<file path="config.mk">
export PLATFORM = sky130hd
export DESIGN_NAME = cbpe_scale
export DESIGN_NICKNAME = d
export VERILOG_FILES = /design/src/rtl/core/cbpe_pkg.sv /design/src/rtl/core/cbpe_scale.sv
export SDC_FILE = /design/constraint.sdc
export NUM_CORES = 1
export LEC_CHECK = 0
export BUFFER_PORTS_ARGS = -buffer_cell sky130_fd_sc_hd__buf_2
export CAP_MARGIN = 20
export CORE_MARGIN = 2
export CORE_UTILIZATION = 65
export DETAILED_ROUTE_END_ITERATION = 7
export PLACE_DENSITY_LB_ADDON = 0.15
export SYNTH_ARGS = -nofsm -noshare
export SYNTH_HDL_FRONTEND = slang
export SYNTH_SLANG_ARGS = --single-unit
</file>
<file path="constraint.sdc">
create_clock -name clk -period 15.5 [get_ports clk]
set_input_delay 0 -clock clk [delete_from_list [all_inputs] [get_ports clk]]
set_output_delay 0 -clock clk [all_outputs]
set_load 0.01 [all_outputs]
</file>
<file path="src/rtl/core/cbpe_pkg.sv">
package cbpe_pkg;

	localparam int STATIONS  = 1000;
	localparam int STATION_W = 10;
	localparam int FRAC_BITS = 20;
	localparam int DIG_W     = FRAC_BITS / 2;
	localparam int PT_W      = 16;
	localparam int CFG_REGS  = 8;
	localparam int CFG_IDX_W = $clog2(CFG_REGS);

	// coefficients of the power basis: |a|, |c| < 2^18, |b| < 2^19
	localparam int COEF_W    = PT_W + 5;
	localparam int STEPS     = 3;
	localparam int CELLS     = 2 * STEPS;
	localparam int MUL_W     = 2 * FRAC_BITS + COEF_W + 3;
	localparam int ACC_W     = 3 * FRAC_BITS + PT_W + 4;
	localparam int TRUNC_SH  = 3 * FRAC_BITS;

	// s = round(t * 2^FRAC_BITS / STATIONS) by reciprocal multiplication
	localparam int N_W       = STATION_W + FRAC_BITS;
	localparam int RCP_SH    = N_W + $clog2(STATIONS);
	localparam int RCP_W     = N_W + 2;
	localparam int PROD_W    = N_W + RCP_W;
	localparam logic [RCP_W-1:0] RCP =
		RCP_W'(((longint'(1) << RCP_SH) + longint'(STATIONS) - 1) / longint'(STATIONS));

	// clamp stage, multiply stage, cells, output register
	localparam int LATENCY   = 2 + CELLS + 1;

	typedef enum logic [CFG_IDX_W-1:0] {
		REG_P0_X,
		REG_P0_Y,
		REG_P1_X,
		REG_P1_Y,
		REG_P2_X,
		REG_P2_Y,
		REG_P3_X,
		REG_P3_Y
	} cfg_reg_t;

	typedef struct packed {
		logic signed [COEF_W-1:0] a_x;
		logic signed [COEF_W-1:0] a_y;
		logic signed [COEF_W-1:0] b_x;
		logic signed [COEF_W-1:0] b_y;
		logic signed [COEF_W-1:0] c_x;
		logic signed [COEF_W-1:0] c_y;
		logic signed [COEF_W-1:0] p0_x;
		logic signed [COEF_W-1:0] p0_y;
	} coef_t;

	typedef struct packed {
		logic                    vld;
		logic [FRAC_BITS-1:0]    k;
		logic signed [MUL_W-1:0] mul_x;
		logic signed [MUL_W-1:0] mul_y;
		logic signed [ACC_W-1:0] acc_x;
		logic signed [ACC_W-1:0] acc_y;
	} lane_t;

endpackage

</file>
<file path="src/rtl/core/cbpe_scale.sv">
module cbpe_scale import cbpe_pkg::*; (
	input  logic                 clk,
	input  logic                 arst_n,
	input  logic                 in_vld,
	input  logic [STATION_W-1:0] station,
	output logic                 out_vld,
	output logic [FRAC_BITS-1:0] k
);

	localparam logic [STATION_W-1:0] T_MAX = STATION_W'(STATIONS - 1);

	logic                 vld_s1, vld_s2;
	logic [STATION_W-1:0] t_s1;
	logic [N_W-1:0]       num;
	logic [PROD_W-1:0]    prod_s2;

	always_ff @(posedge clk or negedge arst_n) begin
		if (!arst_n) begin
			vld_s1 <= 1'b0;
			vld_s2 <= 1'b0;
		end else begin
			vld_s1 <= in_vld;
			vld_s2 <= vld_s1;
		end
	end

	// saturate to the last station
	always_ff @(posedge clk) begin
		t_s1 <= (station > T_MAX) ? T_MAX : station;
	end

	// t * 2^FRAC_BITS plus half a station, rounds the quotient to nearest
	assign num = {t_s1, {FRAC_BITS{1'b0}}} + N_W'(STATIONS / 2);

	always_ff @(posedge clk) begin
		prod_s2 <= PROD_W'(num) * PROD_W'(RCP);
	end

	assign out_vld = vld_s2;
	assign k       = prod_s2[RCP_SH +: FRAC_BITS];

endmodule

</file>
==> results by group <==
Outcome
  – Status: completed

Routing
  – Drt wl/cell: 16.5 microns
  – 1st-pass router iterations: 4
  – DR vias: 5023
  – Routed WL: 14.7 mm
  – Vias per cell: 5.62
  – Detailed router's first-iteration violation count: 176
  – # DRC: 0
  – Antenna Violating Nets Remaining: 0

STA
  – RSZ-0062 raised after global routing: no
  – Post-Route Hold Slack: 327 ps
  – TNS Setup: 0 ps
  – Final hold violation count: 0
  – Fin crit period: 6810 ps
  – Final Skew: 8.00 ps
  – Max Slew Vio Count: 0
  – Fmax: 147 MHz
  – Worst slew pin tran: 796 ps
  – Final setup vio count: 0
  – Crit share post-route: 44.0%
  – Worst slew margin: 46.9%

Run
  – Max Cap Violations: 0

Synth
  – Post-synth EDFFs: 0
  – Cell Area, Synth: 6740 sq um
  – Top-count cell post-synth: ha_1
  – Post-synth net total: 1007
  – Cell count after synthesis: 716
  – #FFs+latches synth: 32
  – Dominant register cell in the synthesized netlist: dfxtp_1
  – Yosys warnings: 0
  – Mean post-synth cell area: 9.41 sq um
  – Library cells used by synthesis: 49
  – Post-synth ARST share: 6.25%
  – Sequential fraction of the synthesis area: 9.66%
  – Largest area contributor in the netlist: ha_1
  – Synth area leaders: ha_1 (39%), fa_1 (21%), inv_1 (9.5%)
  – Most common library cells after synthesis: ha_1 (208), inv_1 (171), fa_1 (70)
  – Top cell type's share of synthesized area: 38.6%

Placement
  – Port bufs: 33
  – Placer Congestion: 0.958
  – Placement Cell Area: 7020 sq um
  – Cell Count Post-Placement: 872
  – Hpwl dp: 12.6 mm

Finish
  – Finished Layout Cells: 893
  – NumNets Final: 1047
  – Area grow syn2layout: 7.52%
  – Layout cells sized above 1: 6.61%
  – # fillers: 812
  – Ant diodes: 0
  – Final Instance Area: 7240 sq um

Critical path
  – Worst path required time: 15710 ps
  – Startpoint types: register
  – Reg2Reg Setup Slack: 8690 ps
  – Worst Path Class, Setup: reg2reg
  – Critical Path AT: 7020 ps
  – Crit path max fanout: 12
  – CP endpoint kind: register

Clock tree
  – H-tree depth: 2
  – Clock root buffer: clkbuf_8
  – Clock-pin slew on the worst setup and hold paths: 70 ps
  – Setup bufs post-CTS: 0
  – CTS tree: built
  – Clock latency on the worst-skew pair: 320 ps
  – Clk sinks: 32
  – Inserted Clock Buffers: 5
  – Clk buf depth: 2

GRT
  – Number of global-route vias before repair: 5356
  – All-layer global routing usage: 28.5%
  – Largest net degree at the start of global routing: 15
  – First-pass GRT wire length: 25.0 mm
  – Initial antenna violation count: 0
  – GRT Residual Overflow: 0

Die
  – Die height: 106 microns
  – # IOs: 34
  – Die area: 11200 sq um
  – Chip width: 106 microns
  – Initial Util: 66.2%
  – Core Area: 10200 sq um
  – Cell Rows: 37

Hold path
  – Hold WC Path Type: in2reg
state kept, by name (all words and copies together), names as in the netlist:
signal and cells:
out_vld 1, prod_s2 20, t_s1 10, vld_s1 1
cells in the final DEF (no fill, tap or decap), types with 6 or more instances in the layout:
master         count
a21o_1            21
a21oi_1           31
a31oi_1            6
buf_2             33
clkbuf_8           6
dfxtp_1           30
dlygate4sd3_1     13
fa_1              70
ha_1             208
inv_1            171
nand2_1           16
nand3_1           12
nand4_1            8
nor2_1            17
o21ai_0           22
o21bai_1          10
xnor2_1           14
xor2_1             8
per-layer routing:
layer	track usage (%)	vias to the layer above	routed length, microns
met5	0	-	0
met4	9.12	0	324
met3	4.76	22	589
met2	48.8	120	7250
met1	36.8	2431	6560
li1	-	2450	-
timing repair:
item | in CTS | in global routing
hold buffers | 13 | 0
endpoints found under the hold margin | 13 | 0
resized for setup | 0 | 0
setup endpoints to repair | 0 | 0
path summary, 6_finish.rpt:
path	cells after the start	end	startpoint
worst max-delay path	20	prod_s2[57]$_DFF_P_	t_s1[2]$_SDFF_PN1_
worst min-delay path	2	vld_s1$_DFF_PN0_	in_vld
worst max register to register	20	prod_s2[57]$_DFF_P_	t_s1[2]$_SDFF_PN1_
worst min register to register	0	out_vld$_DFF_PN0_	vld_s1$_DFF_PN0_
max in group asynchronous	3	out_vld$_DFF_PN0_	arst_n
min in group asynchronous	3	vld_s1$_DFF_PN0_	arst_n
cell families (layout without fill, tap and decap cells):
kind of cell,after synthesis,count (layout),share of synthesized area [%]
fa+ha+maj,278,278,59.4
xor+xnor,22,22,2.86
flops,32,32,9.66
compound gates,118,118,11.4
simple gates,81,81,6.22
buf+inv,184,225,10.3
mux,1,1,0.167
through the flow:
| step | setup WS, ps | utilization, % |
|---|---|---|
| after floorplan | 9500 | - |
| after global placement | 8970 | 68.9 |
| after detailed placement | 8770 | 68.9 |
| after CTS | 8750 | 71.1 |
| after global routing | 8440 | 71.1 |
| final | 8690 | 71.1 |
worst max-delay path: stages, from the launching register on:
cell	delay, ps
dfxtp_1	730
ha_1	360
fa_1	430
fa_1	500
ha_1	300
inv_1	50
fa_1	540
inv_1	60
fa_1	470
fa_1	540
ha_1	320
ha_1	360
a21oi_1	200
nand2_1	110
o31ai_1	320
o21ai_1	130
nor2_1	310
o31a_1	360
o41a_1	280
nor4b_2	70
a311o_1	270
final cells by class:
type | instances | area [sq um] | area share [%]
inverters | 171 | 642 | 8.86
repair buffers | 46 | 295 | 4.08
well taps | 136 | 170 | 2.35
multi-input cells | 500 | 5390 | 74.5
clock inverters | 2 | 10.0 | 0.138
clock buffers | 6 | 82.6 | 1.14
flip-flops and latches | 32 | 651 | 8.98
Power is not shown: default switching activity piles up to over one toggle a cycle in this logic, so the estimate is an artifact.
