===== src/rtl/core/cbpe_pkg.sv =====
package cbpe_pkg;

	localparam int STATIONS  = 1000;
	localparam int STATION_W = 10;
	localparam int FRAC_BITS = 20;
	localparam int DIG_W     = FRAC_BITS / 2;
	localparam int PT_W      = 16;
	localparam int CFG_REGS  = 8;
	localparam int CFG_IDX_W = $clog2(CFG_REGS);

	// coefficients of the power basis: |a|, |c| < 2^18, |b| < 2^19
	localparam int COEF_W    = PT_W + 5;
	localparam int STEPS     = 3;
	localparam int CELLS     = 2 * STEPS;
	localparam int MUL_W     = 2 * FRAC_BITS + COEF_W + 3;
	localparam int ACC_W     = 3 * FRAC_BITS + PT_W + 4;
	localparam int TRUNC_SH  = 3 * FRAC_BITS;

	// s = round(t * 2^FRAC_BITS / STATIONS) by reciprocal multiplication
	localparam int N_W       = STATION_W + FRAC_BITS;
	localparam int RCP_SH    = N_W + $clog2(STATIONS);
	localparam int RCP_W     = N_W + 2;
	localparam int PROD_W    = N_W + RCP_W;
	localparam logic [RCP_W-1:0] RCP =
		RCP_W'(((longint'(1) << RCP_SH) + longint'(STATIONS) - 1) / longint'(STATIONS));

	// clamp stage, multiply stage, cells, output register
	localparam int LATENCY   = 2 + CELLS + 1;

	typedef enum logic [CFG_IDX_W-1:0] {
		REG_P0_X,
		REG_P0_Y,
		REG_P1_X,
		REG_P1_Y,
		REG_P2_X,
		REG_P2_Y,
		REG_P3_X,
		REG_P3_Y
	} cfg_reg_t;

	typedef struct packed {
		logic signed [COEF_W-1:0] a_x;
		logic signed [COEF_W-1:0] a_y;
		logic signed [COEF_W-1:0] b_x;
		logic signed [COEF_W-1:0] b_y;
		logic signed [COEF_W-1:0] c_x;
		logic signed [COEF_W-1:0] c_y;
		logic signed [COEF_W-1:0] p0_x;
		logic signed [COEF_W-1:0] p0_y;
	} coef_t;

	typedef struct packed {
		logic                    vld;
		logic [FRAC_BITS-1:0]    k;
		logic signed [MUL_W-1:0] mul_x;
		logic signed [MUL_W-1:0] mul_y;
		logic signed [ACC_W-1:0] acc_x;
		logic signed [ACC_W-1:0] acc_y;
	} lane_t;

endpackage


===== src/rtl/core/cbpe_cell.sv =====
module cbpe_cell import cbpe_pkg::*; (
	input  logic  clk,
	input  logic  arst_n,
	input  logic  hi_digit,
	input  lane_t din,
	output lane_t dout
);

	logic [DIG_W-1:0]            digit;
	logic signed [DIG_W:0]       digit_s;
	logic signed [MUL_W+DIG_W:0] prod_x, prod_y;
	lane_t                       nxt;
	lane_t                       pay_q;
	logic                        vld_q;

	assign digit   = hi_digit ? din.k[FRAC_BITS-1 -: DIG_W] : din.k[DIG_W-1:0];
	assign digit_s = $signed({1'b0, digit});
	assign prod_x  = (MUL_W + DIG_W + 1)'(din.mul_x) * (MUL_W + DIG_W + 1)'(digit_s);
	assign prod_y  = (MUL_W + DIG_W + 1)'(din.mul_y) * (MUL_W + DIG_W + 1)'(digit_s);

	// shift the running sum one digit up and add this digit's partial product
	always_comb begin
		nxt       = din;
		nxt.acc_x = (din.acc_x <<< DIG_W) + ACC_W'(prod_x);
		nxt.acc_y = (din.acc_y <<< DIG_W) + ACC_W'(prod_y);
	end

	always_ff @(posedge clk or negedge arst_n) begin
		if (!arst_n) begin
			vld_q <= 1'b0;
		end else begin
			vld_q <= din.vld;
		end
	end

	always_ff @(posedge clk) begin
		pay_q <= nxt;
	end

	always_comb begin
		dout     = pay_q;
		dout.vld = vld_q;
	end

endmodule


===== config.mk =====
export PLATFORM = sky130hd
export DESIGN_NAME = cbpe_cell
export DESIGN_NICKNAME = d
export VERILOG_FILES = /design/src/rtl/core/cbpe_pkg.sv /design/src/rtl/core/cbpe_cell.sv
export SDC_FILE = /design/constraint.sdc
export NUM_CORES = 2
export LEC_CHECK = 0
export ABC_CLOCK_PERIOD_IN_PS = 1400
export CAP_MARGIN = 10
export CELL_PAD_IN_SITES_DETAIL_PLACEMENT = 0
export CELL_PAD_IN_SITES_GLOBAL_PLACEMENT = 1
export CORE_ASPECT_RATIO = 1.5
export CORE_MARGIN = 2
export CORE_UTILIZATION = 56
export CTS_BUF_LIST = sky130_fd_sc_hd__clkbuf_4 sky130_fd_sc_hd__clkbuf_8
export CTS_CLUSTER_SIZE = 8
export DETAILED_ROUTE_END_ITERATION = 12
export DONT_BUFFER_PORTS = 1
export PLACE_DENSITY = 0.95
export SLEW_MARGIN = 30
export SYNTH_ARGS = -nofsm -noshare
export SYNTH_HDL_FRONTEND = slang
export SYNTH_SLANG_ARGS = --single-unit

===== constraint.sdc =====
create_clock -name clk -period 1.4 [get_ports clk]
set_clock_uncertainty 0.2 [all_clocks]
set_input_delay 0.28 -clock clk [delete_from_list [all_inputs] [get_ports clk]]
set_output_delay 0.28 -clock clk [all_outputs]
set_load 0.005 [all_outputs]

==> flow_summary.json <==
{
  "status": "complete, but fails checks",
  "violations": "negative setup slack",
  "yosysWarningCount": 0,
  "fmax_mhz": 146.4,
  "num_io_pins": 621,
  "cts_made_buffers": 50,
  "synth-compound-area-share": 0.06467,
  "port_buffers": 0,
  "slew_viol_final": 0,
  "crit_path_end_kind": "flop",
  "ant_nets": 0,
  "grt_pass1_wl_um": 293200,
  "cts_buffer_depth": 3,
  "worst_slack_ps": -5432,
  "fin_setup_tns_ps": -671870,
  "vias": 49890,
  "die_x_um": 259.8,
  "synth.top_cell.area_share": 0.4480,
  "initial_utilization": 0.5654,
  "place_inst": 7913,
  "drt_pass1_iterations": 12,
  "dp_hpwl_um": 137600,
  "place_ws_ps": -5216,
  "grt_pass1_vias": 53890,
  "gp_congestion": 1.043,
  "ys_seq_elements": 309,
  "final_cells": 8475,
  "synthToLayoutAreaGrowth_pct": 30.62,
  "synth_area_mm2": 0.05497,
  "yosysTopAreaCell": "fa_1",
  "viasPerCell": 5.887,
  "cts_sinks": 309,
  "antenna_found_initial": 38,
  "fin_util": 0.7385,
  "synth_edf_count": 0,
  "worstPathMaxFanout": 12,
  "cap_violations": 0,
  "async_flop_share": 0.003236,
  "drtIter0Drc": 5012,
  "overflow": 0,
  "timing.final.crit_share": 4.880,
  "totalWireLength_um": 216800,
  "gr-usage-all-layers": 0.3846,
  "ys_top_cells_by_area": "fa_1 (45%), dfxtp_1 (11%), inv_1 (11%)",
  "ys.flop_type": "dfxtp_1",
  "finalSetupViolCount": 467,
  "min_from": "din[275]",
  "grt_start_max_net_pins": 37,
  "die_h_um": 387.7,
  "drive_gt1_frac": 0.2336,
  "drc_errors": 0,
  "postSynthAreaPerCell_um2": 8.861,
  "synth_nets": 8085,
  "startpoint_type": "primary input",
  "rows": 140,
  "synthAdderAreaFrac": 0.5254,
  "hold_viol": 0,
  "ys_seq_area_frac": 0.1126,
  "fin_nets": 9031,
  "hold_end": "dout[275]",
  "holdPathStages": 1,
  "critPathKind": "in2reg",
  "ys_types": 77,
  "dieArea_mm2": 0.1007,
  "cp.required_ps": 1840,
  "htree_levels": 2,
  "fillers": 6038,
  "synthCells": 6203,
  "synth_top_family_by_area": "adder cells",
  "maxSlewHeadroom": 0.4152,
  "cts_root_buf": "clkbuf_8",
  "cts_tree": "yes",
  "tightestPinTransition_ps": 868.0,
  "hold_class": "in2reg",
  "core_area_mm2": 0.09722,
  "synthMuxAreaShare": 0.002390,
  "cts.clk_slew.worst_paths_ps": 70,
  "wl_per_cell_um": 25.59,
  "synth_xor_area_frac": 0.02486,
  "rsz0062_at_grt": "true",
  "synth_simple_gate_area_frac": 0.1378,
  "crit_arrival_ps": 7270,
  "layout_min_cycle_time_ps": 6832
}
per-layer routing:
layer / vias to the layer above / GRT usage / share of wire
met5: - / 0 / 0.0036
met1: 24420 / 0.3898 / 0.30
met3: 1620 / 0.1265 / 0.13
met2: 3852 / 0.6524 / 0.47
met4: 48 / 0.2883 / 0.10
li1: 19950 / - / -
cells in the final DEF (no fill, tap or decap), drive strengths merged, types with 21 or more instances in the layout:
cell / n
clkbuf: 64
ha: 340
a21o: 78
nor2: 88
xnor2: 97
buf: 920
xor2: 59
a21oi: 202
o21bai: 36
fa: 1230
dfxtp: 308
nand3: 32
o21ai: 108
nand4: 41
a31oi: 21
nand2: 1072
inv: 1598
nor2b: 268
and2: 93
diode: 30
dlygate4sd3: 294
area by class of cell:
class | instances | area, µm² | area share
Multi-Input combinational cell | 3970 | 45550 | 0.6344
Timing Repair Buffer | 1222 | 11500 | 0.1601
Sequential cell | 309 | 6191 | 0.08623
Inverter | 1596 | 5991 | 0.08344
Tap cell | 1278 | 1599 | 0.02227
Clock buffer | 57 | 759.5 | 0.01058
Clock inverter | 13 | 133.9 | 0.001865
Antenna cell | 30 | 75.07 | 0.001046
critical path, cell delays in order:
cell      delay, ps
mux2_4          310
buf_12          220
buf_6           130
nand2_1          70
fa_2            510
fa_1            920
inv_1           160
fa_1            470
fa_1            560
inv_1            60
fa_1            510
inv_2            60
ha_4            260
buf_6           120
a21oi_4         180
nor2b_1          80
o21a_1          200
nor3_4          480
nand3_1         250
o21ai_4         390
o31ai_4         190
a2111o_1        500
and2_4          160
xor2_1          140
cell families (layout without fill, tap and decap cells):
logic type	Yosys count	count (layout)
buffers and inverters	1926	2888
and+or+nand+nor	1680	1680
adders and majority gates	1570	1570
AOI/OAI and AO/OA	550	550
DFF	309	309
xor gates and xnor gates	156	156
muxes	12	14
other	0	30
sequential cells by signal, summed over array words and instances (netlist names):
register	count
vld_q	1
dout	308
stage by stage:
step | instance area, µm² | hold slack (ps)
4_1_cts | 68460 | 17.30
3_3_place_gp | 61950 | -215.5
5_1_grt | 71750 | 15.08
6_report | 71800 | 53.53
3_5_place_dp | 61950 | -215.5
2_1_floorplan | 55770 | -215.6
how the worst max path moves through the flow:
stage                   from        end  slack [ps]  cells past startpoint
global route        hi_digit  dout[149]       -5460                     23
global placement    hi_digit   dout[69]       -5170                     23
detailed placement  hi_digit  dout[150]       -5220                     26
floorplan           hi_digit   dout[74]       -4680                     25
CTS                 hi_digit   dout[79]       -4280                     24
finish              hi_digit  dout[149]       -5430                     24
Yosys cell counts, drive strengths merged (36+ instances only):
library cell  instances
nor2b               268
fa                 1230
inv                1596
nor2                 88
a21oi               202
o21bai               36
nand4                41
a21o                 78
xor2                 59
buf                 139
ha                  340
clkbuf              191
and2                 93
dfxtp               308
o21ai               108
nand2              1072
xnor2                97
timing repair:
action | CTS | global route
pin swaps | 176 | 345
endpoints found under the setup margin | 465 | 465
resized for setup | 414 | 528
buffers inserted | 69 | 115
hold buffers | 293 | 1
cloned | 10 | 7
endpoints found under the hold margin | 161 | 1
Power is not shown: default switching activity piles up to over one toggle a cycle in this logic, so the estimate is an artifact.
