<file path="src/rtl/core/cbpe_pkg.sv">
package cbpe_pkg;

	localparam int STATIONS  = 1000;
	localparam int STATION_W = 10;
	localparam int FRAC_BITS = 20;
	localparam int DIG_W     = FRAC_BITS / 2;
	localparam int PT_W      = 16;
	localparam int CFG_REGS  = 8;
	localparam int CFG_IDX_W = $clog2(CFG_REGS);

	// coefficients of the power basis: |a|, |c| < 2^18, |b| < 2^19
	localparam int COEF_W    = PT_W + 5;
	localparam int STEPS     = 3;
	localparam int CELLS     = 2 * STEPS;
	localparam int MUL_W     = 2 * FRAC_BITS + COEF_W + 3;
	localparam int ACC_W     = 3 * FRAC_BITS + PT_W + 4;
	localparam int TRUNC_SH  = 3 * FRAC_BITS;

	// s = round(t * 2^FRAC_BITS / STATIONS) by reciprocal multiplication
	localparam int N_W       = STATION_W + FRAC_BITS;
	localparam int RCP_SH    = N_W + $clog2(STATIONS);
	localparam int RCP_W     = N_W + 2;
	localparam int PROD_W    = N_W + RCP_W;
	localparam logic [RCP_W-1:0] RCP =
		RCP_W'(((longint'(1) << RCP_SH) + longint'(STATIONS) - 1) / longint'(STATIONS));

	// clamp stage, multiply stage, cells, output register
	localparam int LATENCY   = 2 + CELLS + 1;

	typedef enum logic [CFG_IDX_W-1:0] {
		REG_P0_X,
		REG_P0_Y,
		REG_P1_X,
		REG_P1_Y,
		REG_P2_X,
		REG_P2_Y,
		REG_P3_X,
		REG_P3_Y
	} cfg_reg_t;

	typedef struct packed {
		logic signed [COEF_W-1:0] a_x;
		logic signed [COEF_W-1:0] a_y;
		logic signed [COEF_W-1:0] b_x;
		logic signed [COEF_W-1:0] b_y;
		logic signed [COEF_W-1:0] c_x;
		logic signed [COEF_W-1:0] c_y;
		logic signed [COEF_W-1:0] p0_x;
		logic signed [COEF_W-1:0] p0_y;
	} coef_t;

	typedef struct packed {
		logic                    vld;
		logic [FRAC_BITS-1:0]    k;
		logic signed [MUL_W-1:0] mul_x;
		logic signed [MUL_W-1:0] mul_y;
		logic signed [ACC_W-1:0] acc_x;
		logic signed [ACC_W-1:0] acc_y;
	} lane_t;

endpackage

</file>
<file path="src/rtl/core/cbpe_cfg_regs.sv">
module cbpe_cfg_regs import cbpe_pkg::*; (
	input  logic                 clk,
	input  logic                 arst_n,
	input  logic                 wr_en,
	input  logic [CFG_IDX_W-1:0] wr_index,
	input  logic [PT_W-1:0]      wr_data,
	output coef_t                coef
);

	logic [PT_W-1:0] reg_q [CFG_REGS];
	coef_t           coef_d;
	coef_t           coef_q;

	always_ff @(posedge clk or negedge arst_n) begin
		if (!arst_n) begin
			for (int i = 0; i < CFG_REGS; i++) reg_q[i] <= '0;
		end else if (wr_en) begin
			reg_q[wr_index] <= wr_data;
		end
	end

	always_comb begin
		logic signed [COEF_W-1:0] p0x, p1x, p2x, p3x;
		logic signed [COEF_W-1:0] p0y, p1y, p2y, p3y;
		logic signed [COEF_W-1:0] d1x, d2x, d1y, d2y;
		p0x = COEF_W'($signed(reg_q[REG_P0_X]));
		p1x = COEF_W'($signed(reg_q[REG_P1_X]));
		p2x = COEF_W'($signed(reg_q[REG_P2_X]));
		p3x = COEF_W'($signed(reg_q[REG_P3_X]));
		p0y = COEF_W'($signed(reg_q[REG_P0_Y]));
		p1y = COEF_W'($signed(reg_q[REG_P1_Y]));
		p2y = COEF_W'($signed(reg_q[REG_P2_Y]));
		p3y = COEF_W'($signed(reg_q[REG_P3_Y]));
		d1x = p1x - p0x;
		d2x = p2x - p1x;
		d1y = p1y - p0y;
		d2y = p2y - p1y;
		coef_d.p0_x = p0x;
		coef_d.p0_y = p0y;
		coef_d.c_x  = d1x + (d1x <<< 1);
		coef_d.c_y  = d1y + (d1y <<< 1);
		coef_d.b_x  = d2x + (d2x <<< 1) - coef_d.c_x;
		coef_d.b_y  = d2y + (d2y <<< 1) - coef_d.c_y;
		coef_d.a_x  = p3x - p0x - coef_d.c_x - coef_d.b_x;
		coef_d.a_y  = p3y - p0y - coef_d.c_y - coef_d.b_y;
	end

	always_ff @(posedge clk) begin
		coef_q <= coef_d;
	end

	assign coef = coef_q;

endmodule

</file>
<file path="config.mk">
export PLATFORM = sky130hd
export DESIGN_NAME = cbpe_cfg_regs
export DESIGN_NICKNAME = d
export VERILOG_FILES = /design/src/rtl/core/cbpe_pkg.sv /design/src/rtl/core/cbpe_cfg_regs.sv
export SDC_FILE = /design/constraint.sdc
export NUM_CORES = 1
export LEC_CHECK = 0
export BUFFER_PORTS_ARGS = -buffer_cell sky130_fd_sc_hd__buf_2
export CELL_PAD_IN_SITES_DETAIL_PLACEMENT = 2
export CELL_PAD_IN_SITES_GLOBAL_PLACEMENT = 2
export CORE_MARGIN = 1
export CORE_UTILIZATION = 35
export CTS_CLUSTER_SIZE = 14
export DETAILED_ROUTE_END_ITERATION = 8
export PLACE_DENSITY_LB_ADDON = 0.1
export SKIP_CTS_REPAIR_TIMING = 1
export SYNTH_ARGS = -nofsm -noshare
export SYNTH_HDL_FRONTEND = slang
export SYNTH_SLANG_ARGS = --single-unit
</file>
<file path="constraint.sdc">
create_clock -name clk -period 8.08 [get_ports clk]
set_input_delay 1.616 -clock clk [delete_from_list [all_inputs] [get_ports clk]]
set_output_delay 1.616 -clock clk [all_outputs]
set_load 0.1 [all_outputs]
</file>
==> results of run 1 <==
placed cells by master (no fill, tap or decap), drive strengths merged, types with 7 or more instances in the layout:
master	count
buf	338
inv	285
ha	191
dfxtp	152
dfrtp	128
xnor2	128
o21ai	106
fa	98
a21oi	98
nand2	97
nor2	89
mux2	83
clkbuf	51
xor2	46
a21o	40
nor3	37
nand3	26
nand2b	24
o21a	24
o21bai	22
and3	15
or3	14
nor2b	13
and2	12
o211ai	11
nand4	10
a31oi	10
a211oi	10
clkinv	8
a211o	7
o31ai	7
layout make-up:
cell class	count	area (um^2)
tap	688	861
clock buffer	51	1070
multi-input combinational	1311	12200
sequential	280	6250
inverter	283	1060
timing repair buffer	338	2080
clock inverter	12	120
fill	5668	29300
metrics by stage:
stage	setup WS (ns)	area [um^2]
5_1_grt	-0.179	23600
2_1_floorplan	0.238	18900
3_5_place_dp	-0.439	21400
4_1_cts	-0.481	22600
3_3_place_gp	0.0100	21400
6_report	0.167	23600
routing by layer:
layer / up-vias / track usage, % / routed length [um]
met3: 54 / 2.78 / 1450
met2: 160 / 37.5 / 29500
met5: - / 0 / 0
li1: 7116 / - / -
met1: 7446 / 24.4 / 23700
met4: 0 / 4.70 / 994
worst paths after layout:
path | startpoint | slack (ns) | end
worst max-delay path | reg_q[65] | 0.17 | coef[146]
worst min-delay path | coef_d[34] | 0.38 | coef[34]
worst max register to register | reg_q[65] | 0.17 | coef[146]
worst min register to register | coef_d[34] | 0.38 | coef[34]
max in group asynchronous | arst_n | 5.61 | coef_d[14]
min in group asynchronous | arst_n | 1.12 | reg_q[2]
registers in the layout, indices dropped and copies added, names as in the netlist:
register  flops
coef_d       32
coef        152
reg_q        96
critical path, delay by kind of cell (launching register included):
family / cells / cell delay [ns]
AOI/OAI and AO/OA: 14 / 2.67
adders and majority gates: 7 / 2.51
and+or+nand+nor: 8 / 1.40
xor gates and xnor gates: 4 / 0.56
DFF: 1 / 0.44
buffers and inverters: 3 / 0.27
kinds of logic after synthesis:
family / after synthesis / share of synthesized area [%]
AOI/OAI and AO/OA: 395 / 14.1
and+or+nand+nor: 364 / 9.43
buffers and inverters: 325 / 6.87
adders and majority gates: 289 / 23.0
DFF: 280 / 33.1
xor gates and xnor gates: 174 / 8.19
muxes: 89 / 5.28
==> run_results.csv, run 1 <==
group,metric,value,unit
routing,wl_per_cell,18.8,um
global_route,grt_usage,20.2,%
synth,netlist_top_cells_area,"dfrtp_1 (17%), dfxtp_1 (16%), ha_1 (13%)",
sta,worstMarginPinSlew,1.09,ns
clocking,cts_buffers,35,
floorplan,num_io_pins,190,
sta,hold_viol_final,0,
layout,diodes,0,
floorplan,die_x,234,um
routing,dr.pass1.iters,4,
critical_path,critPathMaxFanout,6,
layout,post-route-util,44.6,%
clocking,clkSlewWorstSetupHoldPaths,0.06,ns
global_route,grt_pass1_vias,16300,
synth,ys_seq_area_share,33.1,%
layout,final_nets,2560,
sta,fin_skew,0.0109,ns
routing,ant_nets,0,
sta,post-route-min-period,7.91,ns
synth,yosys_register_bits,280,
synth,synth_top_area_share,17.0,%
critical_path,worst-r2r-cell-count,36,
sta,fin_hold_ws,0.375,ns
critical_path,required,8.56,ns
critical_path,path_class,"flip-flop to flip-flop",
placement,io_buffers,189,
sta,post-route-period-util,97.9,%
global_route,antenna_found_initial,1,
floorplan,dieArea,54900,um^2
critical_path,cp.arrival,8.39,ns
floorplan,die_h,234,um
clocking,clockBufferDepth,3,
synth,synth.most_common_cell,"inv_1",
routing,vias_per_cell,4.99,
synth,yosysTopAreaCell,"dfrtp_1",
global_route,grt_max_degree,69,
worst_hold_path,hold_path.class,"flip-flop to flip-flop",
synth,async_reset_ff_share,45.7,%
routing,first_iter_violations,344,
placement,placed_cells,2872,
routing,vias,14800,
sta,setup-tns-final,0,ns
layout,area_growth,25.1,%
synth,ys_types,87,
synth,synth_edf_count,0,
sta,relSlewSlack,27.3,%
clocking,cts_tree,"built",
sta,fmax,0.126,GHz
clocking,worstSkewPairLatency,0.55,ns
layout,drive_gt1_share,28.8,%
clocking,root_buffer,"clkbuf_16",
run,max-cap-violations,0,
global_route,global_route.overflow_total,0,
worst_hold_path,min_path_cells,0,
routing,drc,0,
critical_path,start_kind,"flip-flop",
layout,final_cells,2963,
placement,place.gp.congestion,0.820,
global_route,grt_pass1_wl,87600,um
synth,synth_area,18900,um^2
routing,routed_wl,55700,um
critical_path,end_kind,"flip-flop",
sta,rsz0062_at_grt,"true",
synth,netlist_top_cells_count,"inv_1 (277), ha_1 (191), dfxtp_1 (152), dfrtp_1 (128), xnor2_1 (126)",
synth,syn-num-nets,2227,
clocking,cts_sinks,280,
outcome,status,"completed",
synth,ys.flop_type,"dfxtp_1",
synth,syn_inst,1916,
critical_path,cpPeakStageDelay,0.51,ns
floorplan,core_region_area,53000,um^2
sta,drv_slew,0,
synth,syn_avg_cell_area,9.86,um^2
placement,dpl.hpwl,43200,um
critical_path,cp_slowest_cell,"fa_1",
floorplan,placementRows,84,
synth,ys_warn_count,0,
floorplan,start_util,35.7,%
clocking,htreeDepth,2,
sta,setup_violations,0,
Power of run 1 is not shown: default switching activity piles up to over one toggle a cycle in this logic, so the estimate is an artifact.
==> run 2: changes to the inputs <==
--- a/config.mk
+++ b/config.mk
@@ -6,13 +6,11 @@
 export NUM_CORES = 1
 export LEC_CHECK = 0
 export BUFFER_PORTS_ARGS = -buffer_cell sky130_fd_sc_hd__buf_2
-export CELL_PAD_IN_SITES_DETAIL_PLACEMENT = 2
-export CELL_PAD_IN_SITES_GLOBAL_PLACEMENT = 2
 export CORE_MARGIN = 1
-export CORE_UTILIZATION = 35
+export CORE_UTILIZATION = 55
 export CTS_CLUSTER_SIZE = 14
 export DETAILED_ROUTE_END_ITERATION = 8
-export PLACE_DENSITY_LB_ADDON = 0.1
+export PLACE_DENSITY = 0.78
 export SKIP_CTS_REPAIR_TIMING = 1
 export SYNTH_ARGS = -nofsm -noshare
 export SYNTH_HDL_FRONTEND = slang
==> run_results.csv, run 2 (synthesized netlist as in run 1, its figures left out) <==
group,metric,value,unit
outcome,status,"completed",
sta,setup_violations,0,
global_route,grt_max_degree,74,
layout,layout_common_cells,"inv_1 (275), buf_2 (188), ha_1 (178)",
clocking,clkSlewWorstSetupHoldPaths,0.06,ns
critical_path,reg2reg_from,"reg_q[64]",
floorplan,core_region_area,33700,um^2
routing,wl_per_cell,16.4,um
layout,fill_cells,2626,
worst_hold_path,hold_path.class,"flip-flop to flip-flop",
sta,worstMarginPinSlew,1.21,ns
floorplan,dieArea,35100,um^2
critical_path,path_class,"flip-flop to flip-flop",
clocking,htreeDepth,1,
routing,vias,14300,
critical_path,endpoint,"coef[146]",
global_route,grt_pass1_wl,68300,um
layout,diodes,0,
sta,fin_skew,0.0110,ns
routing,vias_per_cell,5.41,
layout,multiInputGateArea,12000,um^2
critical_path,critPathMaxFanout,5,
global_route,grt_pass1_vias,14100,
global_route,grt_usage,23.7,%
placement,place.gp.congestion,0.898,
critical_path,path_common_cell,"inv_1",
floorplan,num_io_pins,190,
critical_path,cp_slowest_cell,"fa_1",
global_route,antenna_found_initial,0,
floorplan,die_h,187,um
sta,post-route-min-period,8.02,ns
critical_path,end_kind,"flip-flop",
floorplan,start_util,56.1,%
critical_path,startpoint,"reg_q[64]",
clocking,clockBufferDepth,3,
layout,post-route-util,66.3,%
sta,fmax,0.125,GHz
critical_path,critical_path.top_delay_family,"adder cells",
run,max-cap-violations,0,
clocking,cts_sinks,280,
global_route,global_route.overflow_total,0,
sta,relSlewSlack,18.9,%
critical_path,timing.rr.end,"coef[146]",
layout,drive_gt1_share,24.2,%
clocking,cts_buffers,30,
critical_path,cpPeakStageDelay,0.53,ns
placement,io_buffers,189,
critical_path,worst-r2r-cell-count,34,
critical_path,required,8.58,ns
routing,first_iter_violations,580,
clocking,cts_tree,"built",
layout,layout_commonest_cell,"inv_1",
routing,routed_wl,43100,um
critical_path,r2r_slack,0.06,ns
sta,hold_viol_final,0,
sta,drv_slew,0,
critical_path,cp.arrival,8.52,ns
layout,ff_latch_area,6250,um^2
critical_path,start_kind,"flip-flop",
floorplan,die_x,187,um
critical_path,cp_num_buf_inv,7,
placement,dpl.hpwl,32100,um
clocking,worstSkewPairLatency,0.57,ns
layout,largest_register_ffs,152,
routing,ant_nets,0,
floorplan,placementRows,67,
routing,drc,0,
sta,post-route-period-util,99.3,%
routing,dr.pass1.iters,5,
critical_path,cp_num_cells,34,
clocking,root_buffer,"clkbuf_16",
layout,final_nets,2475,
layout,area_growth,18.3,%
[run 2: cell types whose count changed in the layout (fill, tap and decap cells not counted), moves of 6 or more]
cell,delta
buf_4,-77
nor2_1,+6
clkbuf_16,-6
ha_2,-9
ha_1,+13
o21ai_2,-6
[run 2: metrics by stage]
| stage | hold WS [ns] | worst slack, ns | area, um^2 | setup TNS (ns) | instances |
|---|---|---|---|---|---|
| floorplan | 0.347 | 0.238 | 18900 | 0 | 1916 |
| global placement | 0.379 | 0.0496 | 20500 | 0 | 2557 |
| detailed placement | 0.368 | -0.325 | 20500 | -0.498 | 2557 |
| CTS | 0.386 | -0.423 | 21500 | -0.985 | 2612 |
| global route | 0.392 | -0.312 | 22300 | -0.628 | 2635 |
| finish | 0.381 | 0.0590 | 22300 | 0 | 2635 |
[run 2: layout make-up]
| class | count | area share [%] |
|---|---|---|
| Timing Repair Buffer | 258 | 6.56 |
| Clock inverter | 11 | 0.476 |
| Inverter | 283 | 4.77 |
| Clock buffer | 44 | 4.01 |
| Multi-Input combinational cell | 1311 | 53.7 |
| Tap cell | 448 | 2.51 |
| Sequential cell | 280 | 28.0 |
[run 2: worst min-delay path by stage]
stage / from / end / slack, ns / cells after the start
floorplan: coef_d[10] / coef[10] / 0.35 / 0
global placement: coef_d[32] / coef[32] / 0.38 / 0
detailed placement: coef_d[34] / coef[34] / 0.37 / 0
CTS: coef_d[34] / coef[34] / 0.39 / 0
global route: coef_d[34] / coef[34] / 0.39 / 0
finish: coef_d[34] / coef[34] / 0.38 / 0
[run 2: metal layers]
metal,vias up,global-route usage (%),share of wire [%]
li1,6956,-,-
met1,6908,29.1,42
met2,311,42.5,51
met3,91,2.70,3.8
met4,0,8.73,3.1
met5,-,0,0
Power of run 2 is left out for the same reason.
==> run 3: changes to the inputs <==
--- a/config.mk
+++ b/config.mk
@@ -5,12 +5,12 @@
 export SDC_FILE = /design/constraint.sdc
 export NUM_CORES = 1
 export LEC_CHECK = 0
-export BUFFER_PORTS_ARGS = -buffer_cell sky130_fd_sc_hd__buf_2
 export CORE_MARGIN = 1
 export CORE_UTILIZATION = 55
 export CTS_CLUSTER_SIZE = 14
 export DETAILED_ROUTE_END_ITERATION = 8
-export PLACE_DENSITY = 0.78
+export DONT_BUFFER_PORTS = 1
+export PLACE_DENSITY = 0.73
 export SKIP_CTS_REPAIR_TIMING = 1
 export SYNTH_ARGS = -nofsm -noshare
 export SYNTH_HDL_FRONTEND = slang
==> run_results.csv, run 3 (synthesized netlist as in run 1, its figures left out) <==
group,metric,value,unit
critical_path,cp_num_buf_inv,5,
layout,largest_register_ffs,152,
layout,area_growth,14.3,%
clocking,clockBufferDepth,3,
critical_path,critical_path.top_delay_family,"adder cells",
worst_hold_path,min_path_cells,0,
clocking,cts_tree,"built",
global_route,grt_pass1_wl,67500,um
floorplan,die_h,187,um
floorplan,start_util,56.1,%
placement,io_buffers,0,
layout,layout_commonest_cell,"inv_1",
floorplan,placementRows,67,
layout,drive_gt1_share,18.3,%
sta,worstMarginPinSlew,1.00,ns
sta,hold_viol_final,0,
routing,wl_per_cell,17.2,um
critical_path,end_kind,"flip-flop",
sta,setup_violations,0,
clocking,cts_buffers,31,
critical_path,path_class,"flip-flop to flip-flop",
critical_path,critPathMaxFanout,6,
clocking,cts_sinks,280,
worst_hold_path,hold_path.class,"flip-flop to flip-flop",
routing,dr.max_layer_used,"met4",
sta,relSlewSlack,33.3,%
critical_path,cp_slowest_cell,"fa_1",
clocking,htreeDepth,1,
floorplan,core_region_area,33700,um^2
floorplan,dieArea,35100,um^2
routing,drc,0,
routing,m1WireLength,18300,um
sta,post-route-min-period,7.85,ns
routing,wl_met2,21200,um
critical_path,cp_num_cells,35,
routing,first_iter_violations,659,
critical_path,cpPeakStageDelay,0.56,ns
layout,diodes,0,
sta,fin_skew,0.00817,ns
global_route,global_route.overflow_total,0,
global_route,grt_usage,23.5,%
global_route,grt_max_degree,129,
sta,post-route-period-util,97.1,%
placement,dpl.hpwl,31200,um
critical_path,cp.arrival,8.30,ns
sta,drv_slew,0,
routing,vias_per_cell,5.51,
sta,fin_hold_ws,0.377,ns
placement,place.gp.congestion,0.885,
critical_path,start_kind,"flip-flop",
clocking,root_buffer,"clkbuf_16",
floorplan,die_x,187,um
clocking,clkSlewWorstSetupHoldPaths,0.06,ns
outcome,status,"completed",
sta,setup-tns-final,0,ns
critical_path,worst-r2r-cell-count,35,
global_route,grt_pass1_vias,13600,
clocking,worstSkewPairLatency,0.57,ns
routing,wl_met3,1840,um
run,max-cap-violations,0,
routing,ant_nets,0,
floorplan,num_io_pins,190,
routing,vias,13600,
sta,fmax,0.127,GHz
critical_path,required,8.54,ns
global_route,antenna_found_initial,0,
layout,final_nets,2301,
routing,routed_wl,42300,um
routing,dr.pass1.iters,5,
layout,layout_common_cells,"inv_1 (274), ha_1 (174), dfxtp_1 (146)",
layout,fill_cells,2705,
-- run 3: changes by cell type in the layout (fill, tap and decap cells not counted), moves of 4 or more --
cell      previous run  this run
dfxtp_4              0         4
dfxtp_1            152       146
ha_1               178       174
clkbuf_8             5         9
buf_4               70        80
buf_2              188         0
-- run 3: layer usage --
metal,GRT usage [%],vias up
met4,7.22,0
met3,3.58,75
met5,0,-
met2,41.2,299
met1,29.8,6566
li1,-,6616
-- run 3: layout make-up --
class | instances | area (um^2) | area share, %
Inverter | 283 | 1060 | 4.93
Multi-Input combinational cell | 1311 | 12000 | 55.5
Timing Repair Buffer | 83 | 667 | 3.09
Clock buffer | 46 | 943 | 4.37
Tap cell | 448 | 561 | 2.59
Sequential cell | 280 | 6260 | 29.0
Clock inverter | 11 | 114 | 0.527
-- run 3: final timing paths --
path	startpoint	to	slack, ns
max reg2reg	reg_q[64]	coef[146]	0.23
max	reg_q[64]	coef[146]	0.23
min in group asynchronous	arst_n	reg_q[2]	0.74
max in group asynchronous	arst_n	coef_d[36]	7.11
min reg2reg	coef_d[34]	coef[34]	0.38
min	coef_d[34]	coef[34]	0.38
-- run 3: stage by stage --
step | worst slack [ns] | util [%] | cell area, um^2 | cells
CTS | -0.326 | 61.7 | 20800 | 2437
floorplan | 0.238 | - | 18900 | 1916
detailed placement | -0.260 | 58.6 | 19700 | 2380
finish | 0.235 | 64.1 | 21600 | 2462
global placement | 0.0115 | 58.6 | 19700 | 2380
global route | -0.0950 | 64.1 | 21600 | 2462
-- run 3: worst reg2reg max path, delay by kind of cell (launching register included) --
kind	cells	cell delay [ns]
XOR/XNOR	2	0.22
AND/OR/NAND/NOR	5	1.09
adder cells (fa/ha/maj)	8	2.92
flip-flops	1	0.40
buffers and inverters	5	0.29
AO/OA/AOI/OAI	15	2.82
Power of run 3 is left out for the same reason.
